`src/rtl/skm_pkg.sv`:
```
// ----------------------------------------------------------------------------
// skm_pkg
// Shared constants, codes and types of the sorted key memtable core.
// ----------------------------------------------------------------------------
package skm_pkg;

	localparam int CAPACITY  = 256;
	localparam int KEY_BITS  = 32;
	localparam int VAL_BITS  = 32;
	localparam int CNT_BITS  = $clog2(CAPACITY + 1);
	localparam int GRP       = 16;
	localparam int NGRP      = (CAPACITY + GRP - 1) / GRP;

	localparam logic [KEY_BITS-1:0] KEY_RESERVED = '1;

	// opcodes
	localparam logic [1:0] OP_INSERT = 2'd0;
	localparam logic [1:0] OP_LOOKUP = 2'd1;
	localparam logic [1:0] OP_REMOVE = 2'd2;
	localparam logic [1:0] OP_POP    = 2'd3;

	// result status
	localparam logic [2:0] ST_ADDED    = 3'd0;
	localparam logic [2:0] ST_FOUND    = 3'd1;
	localparam logic [2:0] ST_MISSING  = 3'd2;
	localparam logic [2:0] ST_EMPTY    = 3'd3;
	localparam logic [2:0] ST_FULL     = 3'd4;
	localparam logic [2:0] ST_RESERVED = 3'd5;

	// cell commands
	localparam logic [2:0] CMD_NOP = 3'd0;
	localparam logic [2:0] CMD_INS = 3'd1;
	localparam logic [2:0] CMD_UPD = 3'd2;
	localparam logic [2:0] CMD_DEL = 3'd3;
	localparam logic [2:0] CMD_POP = 3'd4;

	typedef struct packed {
		logic [KEY_BITS-1:0] key;
		logic [VAL_BITS-1:0] value;
		logic                live;
	} entry_t;

	typedef struct packed {
		logic [2:0] op;
		entry_t     d;
	} cell_cmd_t;

	// value and live flag of a matching entry
	typedef logic [VAL_BITS:0] hit_data_t;

endpackage

```
`src/rtl/skm_cell.sv`:
```
// ----------------------------------------------------------------------------
// skm_cell
// One slot of the sorted chain: holds an entry, compares it with the probe
// key, shifts with its neighbors on insert, remove and pop, and updates its value on a match.
// ----------------------------------------------------------------------------
module skm_cell
	import skm_pkg::*;
(
	input  logic                clk,
	input  cell_cmd_t           cmd,
	input  logic [KEY_BITS-1:0] probe,
	input  logic                valid,
	input  logic                left_lt,
	input  entry_t              left_d,
	input  entry_t              right_d,
	output entry_t              d,
	output logic                lt,
	output logic                eq
);

	entry_t d_q;

	assign d  = d_q;
	assign lt = valid && (d_q.key < probe);
	assign eq = valid && (d_q.key == probe);

	always_ff @(posedge clk) begin
		case (cmd.op)
			CMD_INS: begin
				if (!lt) begin
					if (left_lt) begin
						d_q <= cmd.d;
					end else begin
						d_q <= left_d;
					end
				end
			end
			CMD_UPD: begin
				if (eq) begin
					d_q.value <= cmd.d.value;
					d_q.live  <= cmd.d.live;
				end
			end
			CMD_DEL: begin
				if (!lt) begin
					d_q <= right_d;
				end
			end
			CMD_POP: begin
				d_q <= right_d;
			end
			default: begin
			end
		endcase
	end

endmodule

```
`config.mk`:
```
export PLATFORM = sky130hd
export DESIGN_NAME = skm_cell
export DESIGN_NICKNAME = d
export VERILOG_FILES = /design/src/rtl/skm_pkg.sv /design/src/rtl/skm_cell.sv
export SDC_FILE = /design/constraint.sdc
export NUM_CORES = 1
export LEC_CHECK = 0
export BUFFER_PORTS_ARGS = -buffer_cell sky130_fd_sc_hd__buf_2
export CORE_AREA = 2 2 116 118
export CTS_BUF_LIST = sky130_fd_sc_hd__clkbuf_16
export CTS_CLUSTER_DIAMETER = 50
export DETAILED_ROUTE_END_ITERATION = 8
export DIE_AREA = 0 0 118 120
export GPL_TIMING_DRIVEN = 0
export PLACE_DENSITY = 0.73
export RECOVER_POWER = 100
export REMOVE_ABC_BUFFERS = 1
export SYNTH_ARGS = -nofsm -noshare
export SYNTH_HDL_FRONTEND = slang
export SYNTH_SLANG_ARGS = --single-unit
```
`constraint.sdc`:
```
create_clock -name clk -period 7.1 [get_ports clk]
set_clock_uncertainty 0.05 [all_clocks]
set_input_delay 0.71 -clock clk [delete_from_list [all_inputs] [get_ports clk]]
set_output_delay 0.71 -clock clk [all_outputs]
set_load 0.005 [all_outputs]
```
==> results of run 1 <==
==> kinds of logic (layout without fill, tap and decap cells) <==
kind of cell | Yosys count | in the layout | synth area share, %
muxes | 32 | 32 | 7.73
adders and majority gates | 32 | 32 | 9.66
DFF | 65 | 65 | 47.1
buffers and inverters | 55 | 353 | 6.16
and+or+nand+nor | 132 | 132 | 14.7
AOI/OAI and AO/OA | 95 | 95 | 14.7
==> report_power, final <==
part	leakage (nW)	internal (W)	total, W	switching [W]
logic	2.17	0.000117	0.000249	0.000132
registers	0.618	0.000469	0.000482	0.0000129
clock network	0.126	0.000231	0.000396	0.000164
==> Yosys cell counts, drive strengths merged <==
master,instances
a211oi,3
a21boi,1
a21o,5
a21oi,13
a221o,1
a22oi,33
and3,1
buf,19
clkbuf,2
edfxtp,65
ha,32
inv,34
mux2i,32
nand2,103
nand2b,3
nand3,5
nand4,8
nor2,4
nor2b,2
nor3,3
nor4,2
o21a,1
o21ai,35
o21bai,1
o221ai,2
or2,1
==> cell usage in the layout, fill, tap and decap left out, types with 9 or more instances in the layout <==
master     Yosys  layout
buf_2         15     245
nand2_1      103     103
edfxtp_1      65      65
clkbuf_1       2      56
inv_1         33      33
a22oi_1       33      33
o21ai_0       27      33
mux2i_1       32      32
ha_1          32      32
a21oi_1       13      13
clkbuf_16      0       9
==> worst max-delay path, cell delays in order <==
cell and delay, ps:
buf_2 70, inv_1 30, ha_1 300, nand4_1 140, nor3_1 450, a21boi_0 320, nor4_1 140, o221ai_1 1370
clkbuf_1 820
==> metal layers <==
metal	wire length (microns)	share of wire, %
met1	5280	41
met4	263	2.0
met5	0	0
met3	966	7.5
met2	6350	49
==> per-stage QoR <==
step	instance area (sq um)	total power [W]
2_1_floorplan	4020	0.000606
3_3_place_gp	5730	0.000737
3_5_place_dp	5880	0.000753
4_1_cts	6140	0.00115
5_1_grt	5980	0.00119
6_report	5980	0.00113
==> final cells by class <==
class	count	area, sq um	share of cell area, %
clock buffers	9	225	3.77
clock inverters	7	37.5	0.628
inverters	34	128	2.13
multi-input cells	291	1950	32.6
flip-flops and latches	65	1950	32.6
well taps	176	220	3.68
repair buffers	303	1470	24.5
==> path summary, 6_finish.rpt <==
check                       start         endpoint  slack, ps
hold reg to reg   d[34]$_DFFE_PP_  d[26]$_DFFE_PP_       1860
setup reg to reg  d[47]$_DFFE_PP_  d[20]$_DFFE_PP_       2660
setup / recovery        probe[15]  d[20]$_DFFE_PP_       2610
hold / removal            cmd[19]  d[19]$_DFFE_PP_        590
==> flow_summary.ini, run 1 <==
[finish]
fin_cells = 885
nFillCells = 1326
final_core_util_pct = 46.1
diodes = 0
layout.nets = 969
largest_reg_flops = 65
area_growth_pct = 44.2
layout-drive-gt1-share_pct = 38.1

[status]
outcome = finished, violations left
violations = capacitance limit, slew limit

[timing]
maxSlewHeadroom_pct = -83.4
setup_violations = 0
whs_ps = 593
tns_ps = 0
layout_min_cycle_time_ps = 4490
layout_setup_ws_ps = 2610
period_share_pct = 63.2
tightestPinTransition_ps = 2750
grt_setup_unrepaired = false
hold_violations = 0
slew_viol_final = 133
fmax_ghz = 0.223

[logic_synthesis]
synthCells = 411
netlist_top_cells_area = edfxtp_1 (47%), ha_1 (9.7%), nand2_1 (9.3%)
yosys.area.top_type = edfxtp_1
syn_area_sq_um = 4150
synth_cell_types = 35
synth_seq_cells = 65
ys_seq_area_share_pct = 47.1
yosysWarnings = 0
avgSynthCellArea_sq_um = 10.1
synth.top_cell.area_share_pct = 47.1

[global_routing]
grt.busiest_layer = met2
grt_overflow = 0
use_met1_pct = 20.7
globalRouteMet2Util_pct = 32.1
grt_usage_pct = 18.2
grt_max_degree = 98
antenna_found_initial = 0
grt_pass1_vias = 4152
grt_use_met3_pct = 5.32
grt_pass1_wl_microns = 20200

[power_and_ir_drop]
p_leak_nw = 2.91
p_per_area_nw_per_um2 = 188
vdd_drop_max_mv = 0.120

[floorplan]
initial_core_util_pct = 31.9
die_y_microns = 120
fp.dieW_microns = 118
row_count = 42
fp.coreArea_sq_um = 13000
dieArea_sq_um = 14200
io_pins = 300

[run]
maxCapViolCount = 3

[setup_path]
start_kind = input pin
critPathCaptureType = flop
path_max_fanout = 17
crit_arrival_ps = 4390
critPathRequiredTime_ps = 7000
r2r_cells = 7
critical_path_class = in -> reg

[clock_network]
cts_hold_buf = 0
cts_tree = done
clk_latency_ps = 330
post_cts_buffers = 0
cts.root.buffer_cell = clkbuf_16
clock-sinks = 65
cts_made_buffers = 9
htree_levels = 3
clockBufferDepth = 2
post_cts_resized = 0
path_clk_slew_ps = 60

[min_path]
hold_path_depth = 3
min_path_type = in -> reg

[place]
dp_hpwl_microns = 10200
routabilityCongestion = 0.816
place_ws_ps = 3480
dp_cells = 869
portBuffers = 299

[route]
viasPerCell = 4.60
wirelength_microns = 12900
drt_drc_violations_left = 0
vias = 4070
drtIter0Drc = 190
routedWlPerCell_microns = 14.5
ant_nets = 0
first_pass_iters = 4
No activity file was read; power rests on OpenSTA's default activity.
==> inputs of run 2 (changes only) <==
CORE_AREA = 2 2 117 119   (was 2 2 116 118)
DIE_AREA = 0 0 119 121   (was 0 0 118 120)
PLACE_DENSITY = 0.72   (was 0.73)
clock period = 4.26 ns   (was 7.1 ns; I/O delays follow)
==> run 2 against run 1 <==
Effect of this change: sequential share of layout area down 0.54 points; cell area up 1.7%; the run still ends with capacitance limit, slew limit left; setup slack worse by 1400 ps; critical path depth down 2; first-iteration DRC count down 36%; global-route usage down 0.88 points; wire length down 3.1%; largest cell class is now multi-input combinational cells; sequential power up 66%; hold slack worse by 290 ps; critical path type is now reg -> out.
==> flow_summary.ini, run 2 (synthesis results as in run 1) <==
[finish]
layout.nets = 969
most-common-layout-cells = buf_2 (248), nand2_1 (103), edfxtp_1 (65)
area_growth_pct = 46.6
final_common_cell = buf_2
nFillCells = 1307
diodes = 0
layout-drive-gt1-share_pct = 38.7
largest_reg_flops = 65

[clock_network]
post_cts_resized = 0
cts.root.buffer_cell = clkbuf_16
post_cts_buffers = 0
path_clk_slew_ps = 50
htree_levels = 3
clockBufferDepth = 2
cts_made_buffers = 9
clk_latency_ps = 330
cts_hold_buf = 0
cts_tree = done
clock-sinks = 65

[timing]
layout_min_cycle_time_ps = 3090
grt_setup_unrepaired = false
fmax_ghz = 0.324
whs_ps = 303
hold_violations = 0
slew_viol_final = 98
setup_violations = 0
tns_ps = 0
tightestPinTransition_ps = 1600
period_share_pct = 72.5
maxSlewHeadroom_pct = -6.36

[setup_path]
path_cells = ha_1, nand4_1, nor3_1, a21boi_0, nor4_1, o21a_1, clkbuf_1
critPathCaptureType = output pin
critPathRequiredTime_ps = 3780
start_kind = flop
critical_path_class = reg -> out
cpPeakStageDelay_ps = 830
crit_arrival_ps = 2610
path_max_fanout = 3
crit_buf_inv = 1
crit_slowest_cell = nor4_1
cp_top_family = simple AND/OR/NAND/NOR gates

[floorplan]
die_y_microns = 121
row_count = 42
io_pins = 300
fp.dieW_microns = 119
fp.coreArea_sq_um = 13100
dieArea_sq_um = 14400
initial_core_util_pct = 31.7

[status]
outcome = finished, violations left
violations = capacitance limit, slew limit

[power_and_ir_drop]
p_per_area_nw_per_um2 = 318
netSwitchingFraction_pct = 26.2
power.share.clock_pct = 36.6
vdd_drop_max_mv = 0.150
power.total_w = 0.00193
p_comb_share_pct = 22.0
p_leak_nw = 2.95
power_frac_seq_pct = 41.5
p_int_w = 0.00143
switchingPower_w = 0.000506

[global_routing]
grt_overflow = 0
grt_use_met3_pct = 5.45
use_met1_pct = 19.1
grt_usage_pct = 17.4
grt_pass1_wl_microns = 19200
globalRouteMet2Util_pct = 30.8
grt.busiest_layer = met2
grt_pass1_vias = 4026
grt_max_degree = 98
antenna_found_initial = 0

[route]
drt_drc_violations_left = 0
viasPerCell = 4.60
vias = 4070
drtIter0Drc = 121
ant_nets = 0
wirelength_microns = 12500
routedWlPerCell_microns = 14.1
first_pass_iters = 4

[place]
dp_hpwl_microns = 10100
portBuffers = 299
routabilityCongestion = 0.753

[min_path]
min_path_type = in -> reg

[run]
maxCapViolCount = 1
## run 2: cell types whose count changed in the layout (fill, tap and decap cells not counted), sizes merged
cell | previous run | this run
buf | 247 | 252
inv | 34 | 36
bufinv | 0 | 1
clkinvlp | 2 | 1
clkinv | 5 | 2
clkbuf | 65 | 60
## run 2: metal layers
metal | part of all wire, % | wire length [microns] | up-vias
met4 | 2.0 | 245 | 0
met1 | 41 | 5050 | 1801
li1 | - | - | 2067
met3 | 8.6 | 1070 | 18
met2 | 49 | 6100 | 184
met5 | 0 | 0 | -
## run 2: worst register-to-register path, stage by stage (launching register included)
cell and delay [ps]:
edfxtp_1 410, ha_1 330, nand4_1 120, nor3_1 100, a21boi_0 140, nor4_1 830, o221ai_4 470, buf_16 310
## run 2: power by group through the flow
stage / Sequential, W / Combinational (W) / Clock, W
3_3_place_gp: 0.000815 / 0.000412 / 0
4_1_cts: 0.000800 / 0.000444 / 0.000731
6_report: 0.000800 / 0.000424 / 0.000706
5_1_grt: 0.000806 / 0.000481 / 0.000754
2_1_floorplan: 0.000820 / 0.000190 / 0
3_5_place_dp: 0.000812 / 0.000443 / 0
## run 2: final cells by class
class / count / area [sq um] / share of cell area, %
multi-input combinational: 291 / 1970 / 32.4
sequential: 65 / 1950 / 32.1
timing repair buffer: 303 / 1530 / 25.2
clock buffer: 9 / 225 / 3.71
tap: 176 / 220 / 3.62
inverter: 34 / 128 / 2.10
clock inverter: 6 / 52.6 / 0.865
## run 2: per-stage QoR
step                      utilization, %  std cells  setup slack, ps  cell area [sq um]
final                               46.5        884             1170               6080
after global routing                46.5        884             1040               6080
after detailed placement            45.0        869              976               5890
after global placement              43.8        865             -719               5730
after floorplan                        -        390              495               4020
after CTS                           47.1        884             1110               6170
## run 2: path summary, 6_finish.rpt
kind | startpoint | endpoint | slack, ps | cells after the start
max | d[48]$_DFFE_PP_ | lt | 1170 | 7
max reg2reg | d[48]$_DFFE_PP_ | d[32]$_DFFE_PP_ | 1220 | 7
min reg2reg | d[35]$_DFFE_PP_ | d[16]$_DFFE_PP_ | 1350 | 6
min | cmd[7] | d[7]$_DFFE_PP_ | 300 | 3
==> inputs of run 3 (changes only) <==
clock period = 3.2 ns   (was 4.26 ns; I/O delays follow)
==> run 3 against run 2 <==
Effect of this change: the run still ends with capacitance limit, slew limit left; hold slack lost 110 ps; combinational power grew 34%; final cell count is the same; sequential share of layout area shrank 0.11 points; critical path depth is the same; global-route usage is the same; count of clock-buffer cells in the layout is the same; first-iteration DRC count shrank 6.6%; non-clock buffer count is the same; cell area grew 0.35%; critical endpoint unchanged; die area is the same.
==> flow_summary.ini, run 3 (synthesis results as in run 1) <==
[min_path]
min_path_type = in -> reg
hold_path_depth = 3
min-delay-start = cmd[7]
holdPathEnd = d[7]$_DFFE_PP_

[global_routing]
grt_overflow = 0
grt_max_degree = 98
grt_pass1_vias = 4026
grt_pass1_wl_microns = 19200
grt_usage_pct = 17.4
antenna_found_initial = 0

[clock_network]
post_cts_buffers = 0
htree_levels = 3
clockBufferDepth = 2
cts.root.buffer_cell = clkbuf_16
cts_made_buffers = 9
clock-sinks = 65
clk_latency_ps = 330
path_clk_slew_ps = 50
cts_tree = done

[setup_path]
cpPeakStageDelay_ps = 450
crit_slowest_cell = a211oi_2
crit_arrival_ps = 2480
r2r_slack_ps = 360
path_cells = ha_1, a21oi_1, o21ai_0, a221o_1, a211oi_2, o21a_1, clkbuf_1
critPathCaptureType = output pin
r2r_end = d[32]$_DFFE_PP_
cp_top_family = compound AO/OA/AOI/OAI gates
crit_buf_inv = 1
critical_path_class = reg -> out
start_kind = flop
critPathRequiredTime_ps = 2830
crit_path_start = d[56]$_DFFE_PP_
r2r_cells = 7
reg2reg_from = d[48]$_DFFE_PP_
path_max_fanout = 3

[finish]
largest_reg_flops = 65
nFillCells = 1304
most-common-layout-cells = buf_2 (248), nand2_1 (103), edfxtp_1 (65)
final_core_util_pct = 46.6
final_common_cell = buf_2
regArea_sq_um = 1950
area_growth_pct = 47.1
layout-drive-gt1-share_pct = 39.0
diodes = 0
layout.nets = 969
multiInputGateArea_sq_um = 1990

[route]
drt_drc_violations_left = 0
routedWlPerCell_microns = 14.1
wirelength_microns = 12500
ant_nets = 0
drtIter0Drc = 113
first_pass_iters = 4
viasPerCell = 4.61
vias = 4079

[floorplan]
row_count = 42
fp.dieW_microns = 119
die_y_microns = 121
initial_core_util_pct = 31.7
io_pins = 300
dieArea_sq_um = 14400
fp.coreArea_sq_um = 13100

[timing]
slew_viol_final = 98
hold_violations = 0
grt_setup_unrepaired = false
layout_min_cycle_time_ps = 2850
maxSlewHeadroom_pct = -5.95
fmax_ghz = 0.351
period_share_pct = 89.0
tightestPinTransition_ps = 1590
setup_violations = 0

[power_and_ir_drop]
power.total_w = 0.00257
vdd_drop_max_mv = 0.201
p_leak_nw = 2.96
p_per_area_nw_per_um2 = 422

[place]
dp_hpwl_microns = 10100
portBuffers = 299
routabilityCongestion = 0.753

[status]
outcome = finished, violations left
violations = capacitance limit, slew limit

[run]
maxCapViolCount = 1
run 3: worst max path at each step:
stage / cells after the start / slack, ps / end
2_1_floorplan: 6 / -530 / d[0]$_DFFE_PP_
3_3_place_gp: 8 / -1670 / d[31]$_DFFE_PP_
3_5_place_dp: 9 / 20 / d[10]$_DFFE_PP_
4_1_cts: 7 / 60 / d[32]$_DFFE_PP_
5_1_grt: 7 / 130 / d[32]$_DFFE_PP_
6_report: 7 / 350 / lt
run 3: metal layers:
layer	GRT usage (%)	routed length, microns	vias to the layer above
li1	-	-	2067
met1	19.1	5060	1814
met2	30.8	6140	182
met3	5.45	1060	16
met4	7.51	235	0
met5	0	0	-
run 3: what timing repair did:
action,4_1_cts,5_1_grt
hold buffers,0,0
endpoints found under the setup margin,0,19
resized for setup,0,1
run 3: layout make-up:
class	instances	area share, %
Tap cell	176	3.61
Sequential cell	65	32.0
Timing Repair Buffer	303	25.1
Clock inverter	6	0.862
Multi-Input combinational cell	291	32.7
Clock buffer	9	3.69
Inverter	34	2.09
run 3: stage by stage:
step	hold slack (ps)	area (sq um)	setup slack (ps)	std cells	setup TNS (ps)
4_1_cts	178	6170	62.0	884	0
3_5_place_dp	538	5890	21.9	869	0
2_1_floorplan	452	4020	-529	390	-32730
3_3_place_gp	535	5730	-1670	865	-119490
6_report	197	6100	353	884	0
5_1_grt	195	6100	132	884	0
run 3: tightest hold or removal path, cell delays in order:
cell	delay, ps
buf_2	70
nand2_1	40
nand2_1	50
run 3: power by group:
part / total, W / switching (W) / internal [W] / leakage, nW
combinational: 0.000567 / 0.000295 / 0.000273 / 2.21
clock: 0.000938 / 0.000351 / 0.000587 / 0.139
sequential: 0.00107 / 0.0000271 / 0.00104 / 0.618
